--- config.mk ---
export PLATFORM = sky130hd
export DESIGN_NAME = aabb_collision_resolve
export DESIGN_NICKNAME = d
export VERILOG_FILES = /design/src/acr_pkg.sv /design/src/aabb_collision_resolve.sv
export SDC_FILE = /design/constraint.sdc
export NUM_CORES = 2
export LEC_CHECK = 0
export ABC_CLOCK_PERIOD_IN_PS = 17400
export BUFFER_PORTS_ARGS = -buffer_cell sky130_fd_sc_hd__buf_2
export CAP_MARGIN = 25
export CORE_MARGIN = 8
export CORE_UTILIZATION = 60
export CTS_CLUSTER_SIZE = 25
export DETAILED_ROUTE_END_ITERATION = 10
export PLACE_DENSITY = 0.91
export SLEW_MARGIN = 20
export SYNTH_ARGS = -nofsm -noshare
export SYNTH_HDL_FRONTEND = slang
export SYNTH_SLANG_ARGS = --single-unit
--- constraint.sdc ---
create_clock -name aclk -period 17.4 [get_ports aclk]
set_input_delay 1.74 -clock aclk [delete_from_list [all_inputs] [get_ports aclk]]
set_output_delay 1.74 -clock aclk [all_outputs]
set_load 0.01 [all_outputs]
--- src/acr_pkg.sv ---
// ============================================================================
// acr_pkg: shared definitions for the box collision resolver
// Field widths, item operation codes, register indexes and reset values.
// ============================================================================
`default_nettype none

package acr_pkg;

    // Signed Q16.4 coordinates and velocities, unsigned Q15.4 sizes.
    localparam int COORD_W = 20;
    localparam int SIZE_W  = 19;

    // Configuration register index width (two registers).
    localparam int REG_IDX_W = 1;

    // Item operation codes.
    localparam logic OP_BEGIN = 1'b0;
    localparam logic OP_WALL  = 1'b1;

    // Configuration register indexes.
    localparam logic [REG_IDX_W-1:0] REG_BOX_WIDTH  = 1'b0;
    localparam logic [REG_IDX_W-1:0] REG_BOX_HEIGHT = 1'b1;

    // Register reset values: a 100 by 120 pixel box.
    localparam logic [SIZE_W-1:0] BOX_WIDTH_RST  = 19'd1600;
    localparam logic [SIZE_W-1:0] BOX_HEIGHT_RST = 19'd1920;

endpackage

`default_nettype wire

--- src/aabb_collision_resolve.sv ---
// ============================================================================
// aabb_collision_resolve: moving box against a stream of walls
// Resolves one moving box against the walls of a frame and emits the moved
// box, its velocity and the grounded flag after the frame's last item.
// ============================================================================
// An item is registered at acceptance and resolved from the input register; a
// last item's result then goes through the result register to the m_ side.
// Throughput: one item per cycle. A last item waits in the input register only
// while the result register holds a result that is not taken in that cycle.
// Reset (aresetn low, synchronous): both valid flags clear, the box state goes
// to zero and the box size registers return to 1600 by 1920 (Q15.4).
`default_nettype none

module aabb_collision_resolve (
    input  wire logic                                 aclk,
    input  wire logic                                 aresetn,

    // Configuration write port.
    input  wire logic                                 cfg_we,
    input  wire logic [acr_pkg::REG_IDX_W-1:0]        cfg_index,
    input  wire logic [acr_pkg::SIZE_W-1:0]           cfg_wdata,

    // Input item channel.
    input  wire logic                                 s_valid,
    output logic                                      s_ready,
    input  wire logic                                 s_op,
    input  wire logic signed [acr_pkg::COORD_W-1:0]   s_start_x,
    input  wire logic signed [acr_pkg::COORD_W-1:0]   s_start_y,
    input  wire logic signed [acr_pkg::COORD_W-1:0]   s_start_vel_x,
    input  wire logic signed [acr_pkg::COORD_W-1:0]   s_start_vel_y,
    input  wire logic signed [acr_pkg::COORD_W-1:0]   s_wall_left,
    input  wire logic signed [acr_pkg::COORD_W-1:0]   s_wall_top,
    input  wire logic [acr_pkg::SIZE_W-1:0]           s_wall_width,
    input  wire logic [acr_pkg::SIZE_W-1:0]           s_wall_height,
    input  wire logic                                 s_last_item,

    // Result item channel.
    output logic                                      m_valid,
    input  wire logic                                 m_ready,
    output logic signed [acr_pkg::COORD_W-1:0]        m_final_x,
    output logic signed [acr_pkg::COORD_W-1:0]        m_final_y,
    output logic signed [acr_pkg::COORD_W-1:0]        m_final_vel_x,
    output logic signed [acr_pkg::COORD_W-1:0]        m_final_vel_y,
    output logic                                      m_can_jump
);

    typedef logic signed [acr_pkg::COORD_W-1:0] coord_t;

    function automatic coord_t smin(input coord_t a, input coord_t b);
        return (a < b) ? a : b;
    endfunction

    function automatic coord_t smax(input coord_t a, input coord_t b);
        return (a > b) ? a : b;
    endfunction

    // ------------------------------------------------------------------
    // Config registers. User must write only while block is idle; unenforced.
    // ------------------------------------------------------------------
    logic [acr_pkg::SIZE_W-1:0] box_width_reg;
    logic [acr_pkg::SIZE_W-1:0] box_height_reg;

    // ------------------------------------------------------------------
    // Input register stage.
    // ------------------------------------------------------------------
    logic                        in_valid_reg;
    logic                        in_op_reg;
    coord_t                      in_start_x_reg;
    coord_t                      in_start_y_reg;
    coord_t                      in_start_vel_x_reg;
    coord_t                      in_start_vel_y_reg;
    coord_t                      in_wall_left_reg;
    coord_t                      in_wall_top_reg;
    logic [acr_pkg::SIZE_W-1:0]  in_wall_width_reg;
    logic [acr_pkg::SIZE_W-1:0]  in_wall_height_reg;
    logic                        in_last_reg;

    // Box state carried from item to item.
    coord_t box_x_reg,  box_x_next;
    coord_t box_y_reg,  box_y_next;
    coord_t vel_x_reg,  vel_x_next;
    coord_t vel_y_reg,  vel_y_next;
    logic   grounded_reg, grounded_next;

    // Result register stage.
    logic   m_valid_reg;
    coord_t m_final_x_reg;
    coord_t m_final_y_reg;
    coord_t m_final_vel_x_reg;
    coord_t m_final_vel_y_reg;
    logic   m_can_jump_reg;

    // The registered item moves on unless it produces a result and the
    // result register still holds one that is not being taken.
    logic proceed;
    logic out_load;

    assign proceed  = in_valid_reg && (!in_last_reg || !m_valid_reg || m_ready);
    assign out_load = proceed && in_last_reg;
    assign s_ready  = aresetn && (!in_valid_reg || proceed);

    // ------------------------------------------------------------------
    // Wall resolution against the current box. All sums wrap to 20 bits.
    // ------------------------------------------------------------------
    coord_t pw, ph, ww, wh;
    coord_t px, py, pr, pb;
    coord_t wl, wt, wrt, wbt;
    coord_t nx, ny, nr, nb;
    coord_t il, ir, it, ib;
    logic   hit, hov, vov;
    logic   bottom_hit, top_hit, left_hit, right_hit;

    assign pw  = coord_t'({1'b0, box_width_reg});
    assign ph  = coord_t'({1'b0, box_height_reg});
    assign ww  = coord_t'({1'b0, in_wall_width_reg});
    assign wh  = coord_t'({1'b0, in_wall_height_reg});

    assign px  = box_x_reg;
    assign py  = box_y_reg;
    assign pr  = px + pw;
    assign pb  = py + ph;
    assign wl  = in_wall_left_reg;
    assign wt  = in_wall_top_reg;
    assign wrt = wl + ww;
    assign wbt = wt + wh;

    // Box displaced by this frame's velocity.
    assign nx  = px + vel_x_reg;
    assign ny  = py + vel_y_reg;
    assign nr  = nx + pw;
    assign nb  = ny + ph;

    // Intersection of the two spans on each axis; each span runs from the
    // smaller to the larger of an edge and its wrapped far edge.
    assign il  = smax(smin(nx, nr), smin(wl, wrt));
    assign ir  = smin(smax(nx, nr), smax(wl, wrt));
    assign it  = smax(smin(ny, nb), smin(wt, wbt));
    assign ib  = smin(smax(ny, nb), smax(wt, wbt));
    assign hit = (il < ir) && (it < ib);

    // Overlaps of the undisplaced box, used to pick the contact side.
    assign hov = (px < wrt) && (pr > wl);
    assign vov = (py < wbt) && (pb > wt);

    assign bottom_hit = hit && (py <= wt) && (pb < wbt) && hov;
    assign top_hit    = hit && !bottom_hit && (py > wt) && (pb > wbt) && hov;
    assign left_hit   = hit && (px < wl) && (pr < wrt) && vov;
    assign right_hit  = hit && !left_hit && (px > wl) && (pr > wrt) && vov;

    // ------------------------------------------------------------------
    // Next box state.
    // ------------------------------------------------------------------
    always_comb begin
        box_x_next    = box_x_reg;
        box_y_next    = box_y_reg;
        vel_x_next    = vel_x_reg;
        vel_y_next    = vel_y_reg;
        grounded_next = grounded_reg;

        if (proceed) begin
            if (in_op_reg == acr_pkg::OP_BEGIN) begin
                box_x_next    = in_start_x_reg;
                box_y_next    = in_start_y_reg;
                vel_x_next    = in_start_vel_x_reg;
                vel_y_next    = in_start_vel_y_reg;
                grounded_next = 1'b0;
            end else begin
                // Vertical contact first: landing on the wall snaps the box
                // onto its top; hitting it from below snaps under it.
                if (bottom_hit) begin
                    vel_y_next    = '0;
                    box_y_next    = wt - ph;
                    grounded_next = 1'b1;
                end else if (top_hit) begin
                    vel_y_next = '0;
                    box_y_next = wbt;
                end
                // A side contact puts the box beside the wall and keeps the
                // top it had before this wall.
                if (left_hit) begin
                    vel_x_next = '0;
                    box_x_next = wl - pw;
                    box_y_next = py;
                end else if (right_hit) begin
                    vel_x_next = '0;
                    box_x_next = wrt;
                    box_y_next = py;
                end
            end

            // The frame's last item moves the box by the resolved velocity.
            if (in_last_reg) begin
                box_x_next = box_x_next + vel_x_next;
                box_y_next = box_y_next + vel_y_next;
            end
        end
    end

    // ------------------------------------------------------------------
    // Registers.
    // ------------------------------------------------------------------
    always_ff @(posedge aclk) begin
        if (!aresetn) begin
            box_width_reg  <= acr_pkg::BOX_WIDTH_RST;
            box_height_reg <= acr_pkg::BOX_HEIGHT_RST;
            in_valid_reg   <= 1'b0;
            m_valid_reg    <= 1'b0;
            box_x_reg      <= '0;
            box_y_reg      <= '0;
            vel_x_reg      <= '0;
            vel_y_reg      <= '0;
            grounded_reg   <= 1'b0;
        end else begin
            if (cfg_we) begin
                case (cfg_index)
                    acr_pkg::REG_BOX_WIDTH:  box_width_reg  <= cfg_wdata;
                    acr_pkg::REG_BOX_HEIGHT: box_height_reg <= cfg_wdata;
                    default: ;
                endcase
            end

            if (s_ready) begin
                in_valid_reg <= s_valid;
            end

            if (out_load) begin
                m_valid_reg <= 1'b1;
            end else if (m_ready) begin
                m_valid_reg <= 1'b0;
            end

            box_x_reg    <= box_x_next;
            box_y_reg    <= box_y_next;
            vel_x_reg    <= vel_x_next;
            vel_y_reg    <= vel_y_next;
            grounded_reg <= grounded_next;
        end
    end

    // Payload registers carry no reset.
    always_ff @(posedge aclk) begin
        if (s_valid && s_ready) begin
            in_op_reg          <= s_op;
            in_start_x_reg     <= s_start_x;
            in_start_y_reg     <= s_start_y;
            in_start_vel_x_reg <= s_start_vel_x;
            in_start_vel_y_reg <= s_start_vel_y;
            in_wall_left_reg   <= s_wall_left;
            in_wall_top_reg    <= s_wall_top;
            in_wall_width_reg  <= s_wall_width;
            in_wall_height_reg <= s_wall_height;
            in_last_reg        <= s_last_item;
        end
        if (out_load) begin
            m_final_x_reg     <= box_x_next;
            m_final_y_reg     <= box_y_next;
            m_final_vel_x_reg <= vel_x_next;
            m_final_vel_y_reg <= vel_y_next;
            m_can_jump_reg    <= grounded_next;
        end
    end

    assign m_valid       = m_valid_reg;
    assign m_final_x     = m_final_x_reg;
    assign m_final_y     = m_final_y_reg;
    assign m_final_vel_x = m_final_vel_x_reg;
    assign m_final_vel_y = m_final_vel_y_reg;
    assign m_can_jump    = m_can_jump_reg;

endmodule

`default_nettype wire

---- Yosys cells after proc, flatten, opt, wreduce, memory -nomap -nowiden ----
Index checks and enable logic that the tools add are counted.
W data, S select, Z words.
cells by class
  order comparisons ....................... 26
  add/subtract/negate cells ............... 12
  muxes and demuxes ....................... 41
  bitwise logic cells ..................... 1
  reduce and logical (&&, ||, !) cells .... 32
operators with widths
  kind                 count
  $mux W20             36
  $lt A20 B20 Y1       13
  $gt A20 B20 Y1       12
  $add A20 B20 Y20     10
  $sub A20 B20 Y20     2
  $logic_and A1 B1 Y1  21
  $le A20 B20 Y1       1
  $logic_not A1 Y1     5
  $mux W1              5
  $reduce_and A2 Y1    2
  $logic_or A1 B1 Y1   3
  $reduce_bool A2 Y1   1
  $not A1 Y1           1
word-level totals
  output and inout bits ................... 83
  input port bits ......................... 185
  logic and storage cells ................. 136
  bits in registers ....................... 362

---- Depth between registers and ports, before layout ----
  word-level depth ........................ 25
  mapped depth ............................ 91
  gate-level depth less buffers ........... 87

---- Least setup slack after synthesis ----
Ideal clock, no wire load.
  path kind ............................... reg2reg
  start ................................... reg box_y_reg[0]
  end ..................................... reg m_final_y_reg[19], in the netlist m_final_y[19] (data pin)
  period minus slack after synthesis ...... 15.820 ns
  data required time ...................... 17.130 ns
  data arrival time ....................... 15.550 ns
  stages on the path, launching flop included .. 86
  path buffers ............................ 4
  library setup time ...................... 0.270 ns
  path slack .............................. 1.580 ns
  path through ............................ dfxtp_1 ha_1 fa_1 a21o_1 a21oi_1 xnor2_1 ha_1 a21boi_0 o21ai_0 a21boi_0 o21ai_0 a21boi_0 o21ai_0 a21oi_1 o21ai_0 a21oi_1 o21ai_0 a21oi_1 (+50 left out) a21oi_1 o21ai_0 a21oi_1 o21ai_0 a21oi_1 o21ai_0 a21oi_1 o21ai_0 a21oi_1 o21bai_1 a21oi_1 o21ai_0 a2111o_1 a41oi_1 nor3_1 o21ai_0 xor2_1 a21oi_1
between the ends
  word-level cells in the longest chain between the ends .. 25
  elaborated cells on any way between the ends .. 49
  classes of those cells .................. add/sub: 4; order compare: 11; mux: 16; reduce/logical: 18
RTL lines
  element                                                  RTL line                                                    RTL
  start: declaration                                       aabb_collision_resolve.sv:80                                coord_t box_y_reg, box_y_next;
  start signal: assignment                                 aabb_collision_resolve.sv:233                               box_y_reg <= box_y_next;
  $add A20 B20 Y20                                         aabb_collision_resolve.sv:129                               assign ny = py + vel_y_reg;
  $add A20 B20 Y20                                         aabb_collision_resolve.sv:131                               assign nb = ny + ph;
  $lt A20 B20 Y1 / $gt A20 B20 Y1 (equally long branches)  aabb_collision_resolve.sv:50, aabb_collision_resolve.sv:54
  $mux W20, on equally long branches                       aabb_collision_resolve.sv:50, aabb_collision_resolve.sv:54
  $gt A20 B20 Y1 / $lt A20 B20 Y1 (equally long branches)  aabb_collision_resolve.sv:54, aabb_collision_resolve.sv:50
  $mux W20, on equally long branches                       aabb_collision_resolve.sv:54, aabb_collision_resolve.sv:50
  $lt A20 B20 Y1                                           aabb_collision_resolve.sv:139                               assign hit = (il < ir) && (it < ib);
  $logic_and A1 B1 Y1                                      aabb_collision_resolve.sv:139
  (+10 left out)                                           -
  $mux W20                                                 aabb_collision_resolve.sv:184                               end else if (right_hit) begin
  $mux W20                                                 aabb_collision_resolve.sv:180                               if (left_hit) begin
  $mux W20                                                 aabb_collision_resolve.sv:161                               if (in_op_reg == acr_pkg::OP_BEGIN) begin
  $mux W20                                                 aabb_collision_resolve.sv:160                               if (proceed) begin
  $add A20 B20 Y20                                         aabb_collision_resolve.sv:194                               box_y_next = box_y_next + vel_y_next;
  $mux W20 (*)                                             aabb_collision_resolve.sv:192                               if (in_last_reg) begin
  $mux W20 (*)                                             aabb_collision_resolve.sv:160
  via box_y_next[19]                                       aabb_collision_resolve.sv:80
  end signal: assignment                                   aabb_collision_resolve.sv:256                               m_final_y_reg <= box_y_next;
  end: declaration                                         aabb_collision_resolve.sv:88                                coord_t m_final_y_reg;
Mark *: on every way through the listed nets, which the timed path passes. The rest lies on a longest branch. The select of a mux whose other input is x is not followed.
A chain may end at the register's enable or synchronous reset.

---- Final worst setup path ----
  start ................................... reg in_wall_height_reg[0] in the netlist's numbering
  end ..................................... reg m_final_x_reg[18], in the netlist m_final_x[18] (data pin)
between the ends
  word-level cells in the longest chain between the ends .. 22
  elaborated cells on any way between the ends .. 32
  classes of those cells .................. add/sub: 2; order compare: 6; mux: 14; reduce/logical: 10
RTL lines
  element                                                  RTL line                                                    RTL
  start: declaration                                       aabb_collision_resolve.sv:75                                logic [acr_pkg::SIZE_W-1:0] in_wall_height_reg;
  start signal: assignment                                 aabb_collision_resolve.sv:251                               in_wall_height_reg <= s_wall_height;
  $add A20 B20 Y20 (*)                                     aabb_collision_resolve.sv:125                               assign wbt = wt + wh;
  $lt A20 B20 Y1 / $gt A20 B20 Y1 (equally long branches)  aabb_collision_resolve.sv:50, aabb_collision_resolve.sv:54
  $mux W20, on equally long branches                       aabb_collision_resolve.sv:50, aabb_collision_resolve.sv:54
  $gt A20 B20 Y1 / $lt A20 B20 Y1 (equally long branches)  aabb_collision_resolve.sv:54, aabb_collision_resolve.sv:50
  $mux W20, on equally long branches                       aabb_collision_resolve.sv:54, aabb_collision_resolve.sv:50
  $lt A20 B20 Y1                                           aabb_collision_resolve.sv:139
  $logic_and A1 B1 Y1                                      aabb_collision_resolve.sv:139
  $logic_and A1 B1 Y1 (3 in series)                        aabb_collision_resolve.sv:147                               assign left_hit = hit && (px < wl) && (pr < wrt) && vov;
  (+5 left out)                                            -
  $mux W20                                                 aabb_collision_resolve.sv:184
  $mux W20                                                 aabb_collision_resolve.sv:180
  $mux W20                                                 aabb_collision_resolve.sv:161
  $mux W20                                                 aabb_collision_resolve.sv:160
  $add A20 B20 Y20                                         aabb_collision_resolve.sv:193                               box_x_next = box_x_next + vel_x_next;
  $mux W20 (*)                                             aabb_collision_resolve.sv:192
  $mux W20 (*)                                             aabb_collision_resolve.sv:160
  via box_x_next[18]                                       aabb_collision_resolve.sv:79                                coord_t box_x_reg, box_x_next;
  end signal: assignment                                   aabb_collision_resolve.sv:255                               m_final_x_reg <= box_x_next;
  end: declaration                                         aabb_collision_resolve.sv:87                                coord_t m_final_x_reg;
Marks and branches as above.

==> run summary <==
run status: finished clean
Post-synth top flop: sky130_fd_sc_hd__edfxtp_1
maximum number of buffers from clock root to sink: 3
clock tree from TritonCTS: yes
biggest area consumer among synthesized cells: sky130_fd_sc_hd__edfxtp_1
clock buffer count from CTS: 41
Sequential Area: 9660 um^2
Total Nets Final: 5083
Std-Cell Core Area: 57500 um^2
via density per instance: 6.65
wire length per cell after detailed routing: 25.1 um
critical path fanouts, max: 20
CP Buf/Inv Count: 7
post-synthesis instance area: 34700 um^2
Post-synth EDFFs: 241
Post-Syn Nets: 4765
clock latency on the worst-skew pair: 0.61 ns
starting density of the core: 60.4%
Reg clk slew, reported paths: 0.07 ns
cell family with most CP delay: compound AO/OA/AOI/OAI gates
number of instances in the placed design: 5005
highest attainable clock frequency: 59.5 MHz
pwr dens: 94.8 nW/um^2
fraction of the yosys area taken by sequential cells: 27.8%
layout-stage area growth over the synthesis result: 13.2%
Post-route DRC: 0
number of hold violations in the final report: 0
io pins: 268
per-instance average area after synthesis: 8.69 um^2
Async SR Flop Fraction: 0%
Crit. End Element: register
total power: 0.00372 W
First-pass DRT Iterations: 6
wire length of the first global-routing pass: 188000 um
count of cell types in the netlist: 98
crit-path most repeated cell: sky130_fd_sc_hd__a21oi_1
Num Clock Sinks: 362
critical path arrival: 17.12 ns
pin slew with the least headroom to its limit: 1.05 ns
peak ir drop on the vdd network: 0.000102 V
share of the synthesized area in the top cell type: 20.8%
total of fill cells in the finished design: 4460
setup violators final: 0
area of the multi-input gates: 23700 um^2
drt initial violations: 4262
remaining antenna violation count: 0
fraction of final layout cells sized beyond drive strength 1: 14.9%
root buf cell: sky130_fd_sc_hd__clkbuf_16
Port Buf Inserts: 267
placed wire-length estimate after detailed placement: 101000 um
H-tree levels: 2
Via Count: 34000
largest net degree at the start of global routing: 76
total placed instance area: 37300 um^2
slowest library cell on the worst path: sky130_fd_sc_hd__or4_1
share of the clock period used by the worst path after layout: 96.6%
core occupancy in the finished layout: 68.4%
initial antenna violation count: 6
vias in the first global route: 31400
number of maximum-capacitance violations: 0
final std cells w/o fill: 5115
worst min-delay path category: reg2reg
worst setup path category: reg2reg
most common cell after layout, fill and taps aside: sky130_fd_sc_hd__ha_1
Total Routed Length: 128000 um
remaining max-slew budget at the tightest pin: 30.2%
post-route minimum period: 16.81 ns
endpoint required time on the critical path: 17.72 ns
fin. max-slew vios: 0
P_leak: 18.1 nW
Die X: 257 um
top post-synthesis cells by area: sky130_fd_sc_hd__edfxtp_1, sky130_fd_sc_hd__ha_1, sky130_fd_sc_hd__dfxtp_1
area of all placed cells without fillers: 39300 um^2
Cells after Synth: 3995
Vert. Die Dim: 257 um
Total Routing Usage GR: 36.5%
global-route congestion overflow total: 0
number of synthesized register bits: 362
top library cells by usage in the layout, fill and taps aside: sky130_fd_sc_hd__ha_1, sky130_fd_sc_hd__a21oi_1, sky130_fd_sc_hd__inv_1
CP peak stage delay: 0.56 ns
placer's final routability congestion estimate: 1.10
largest clock skew in the final design: 0.0391 ns
area of the die: 65800 um^2
number of cell rows: 88
Syn. warnings: 0
kind of start point of the critical path: register
-- synthesized netlist by cell type, types with 72 or more instances --
master and instances:
sky130_fd_sc_hd__clkbuf_1 82, sky130_fd_sc_hd__dfxtp_1 121, sky130_fd_sc_hd__ha_1 573, sky130_fd_sc_hd__mux2i_1 83, sky130_fd_sc_hd__xnor2_1 128, sky130_fd_sc_hd__a21oi_1 426, sky130_fd_sc_hd__inv_1 345, sky130_fd_sc_hd__and2_1 76
sky130_fd_sc_hd__nor2_1 237, sky130_fd_sc_hd__edfxtp_1 241, sky130_fd_sc_hd__nand2_1 329, sky130_fd_sc_hd__o21ai_0 247, sky130_fd_sc_hd__o21bai_1 72, sky130_fd_sc_hd__a21o_1 117
-- layout make-up --
type                    count  share of cell area, %
inverters                 347                   3.31
clock buffers              53                   2.78
well taps                 765                   2.44
flip-flops and latches    362                   24.6
diodes                      4                 0.0255
clock inverters            23                  0.694
multi-input cells        3175                   60.4
repair buffers            386                   5.76
-- worst paths after layout --
path,cells after the start,start,to,slack [ns]
worst max-delay path,76,in_wall_height_reg[0]$_DFFE_PP_,m_final_x[18]$_DFFE_PP_,0.59
worst min-delay path,2,in_valid_reg$_SDFFE_PN0P_,in_valid_reg$_SDFFE_PN0P_,0.52
worst max register to register,76,in_wall_height_reg[0]$_DFFE_PP_,m_final_x[18]$_DFFE_PP_,0.59
worst min register to register,2,in_valid_reg$_SDFFE_PN0P_,in_valid_reg$_SDFFE_PN0P_,0.52
-- timing repair --
item	in CTS	in global routing
hold buffers	0	0
resized for setup	1	86
cloned	0	3
pin swaps	0	20
setup endpoints to repair	5	38
buffers inserted	0	27
-- worst min-delay path: cells and delay by family (launching register included) --
family / cells / cell delay (ns)
AO/OA/AOI/OAI: 1 / 0.06
flip-flops: 1 / 0.33
AND/OR/NAND/NOR: 1 / 0.07
-- cell families (layout without fill, tap and decap cells) --
| kind of cell | count (synthesis) | in the layout | synth area share (%) |
|---|---|---|---|
| xor+xnor | 167 | 167 | 4.27 |
| fa+ha+maj | 587 | 587 | 21.4 |
| other cells | 0 | 4 | 0 |
| simple gates | 1049 | 1050 | 14.8 |
| flops | 362 | 362 | 27.8 |
| compound gates | 1218 | 1219 | 22.0 |
| buf+inv | 460 | 809 | 5.07 |
| mux | 152 | 152 | 4.63 |
-- metal layers --
metal	vias to the layer above	GRT usage, %	share of wire, %
li1	15200	-	-
met1	15800	47.3	37
met2	2410	55.9	42
met3	536	8.84	14
met4	2	19.4	6.8
met5	-	0	0.010
-- where the power goes --
| group | total (W) | internal [W] | switching [W] |
|---|---|---|---|
| combinational | 0.00181 | 0.000708 | 0.00111 |
| clock | 0.000896 | 0.000501 | 0.000395 |
| sequential | 0.00101 | 0.000961 | 0.0000534 |
| total | 0.00372 | 0.00217 | 0.00156 |
-- stage by stage --
| step | hold slack (ns) | setup WS, ns | setup TNS (ns) |
|---|---|---|---|
| floorplan | 0.470 | 1.58 | 0 |
| global placement | 0.486 | 0.436 | 0 |
| detailed placement | 0.510 | -0.0638 | -0.157 |
| CTS | 0.516 | 0.00951 | 0 |
| global route | 0.541 | -0.107 | -0.390 |
| finish | 0.518 | 0.593 | 0 |
No activity file was read; power rests on OpenSTA's default activity.
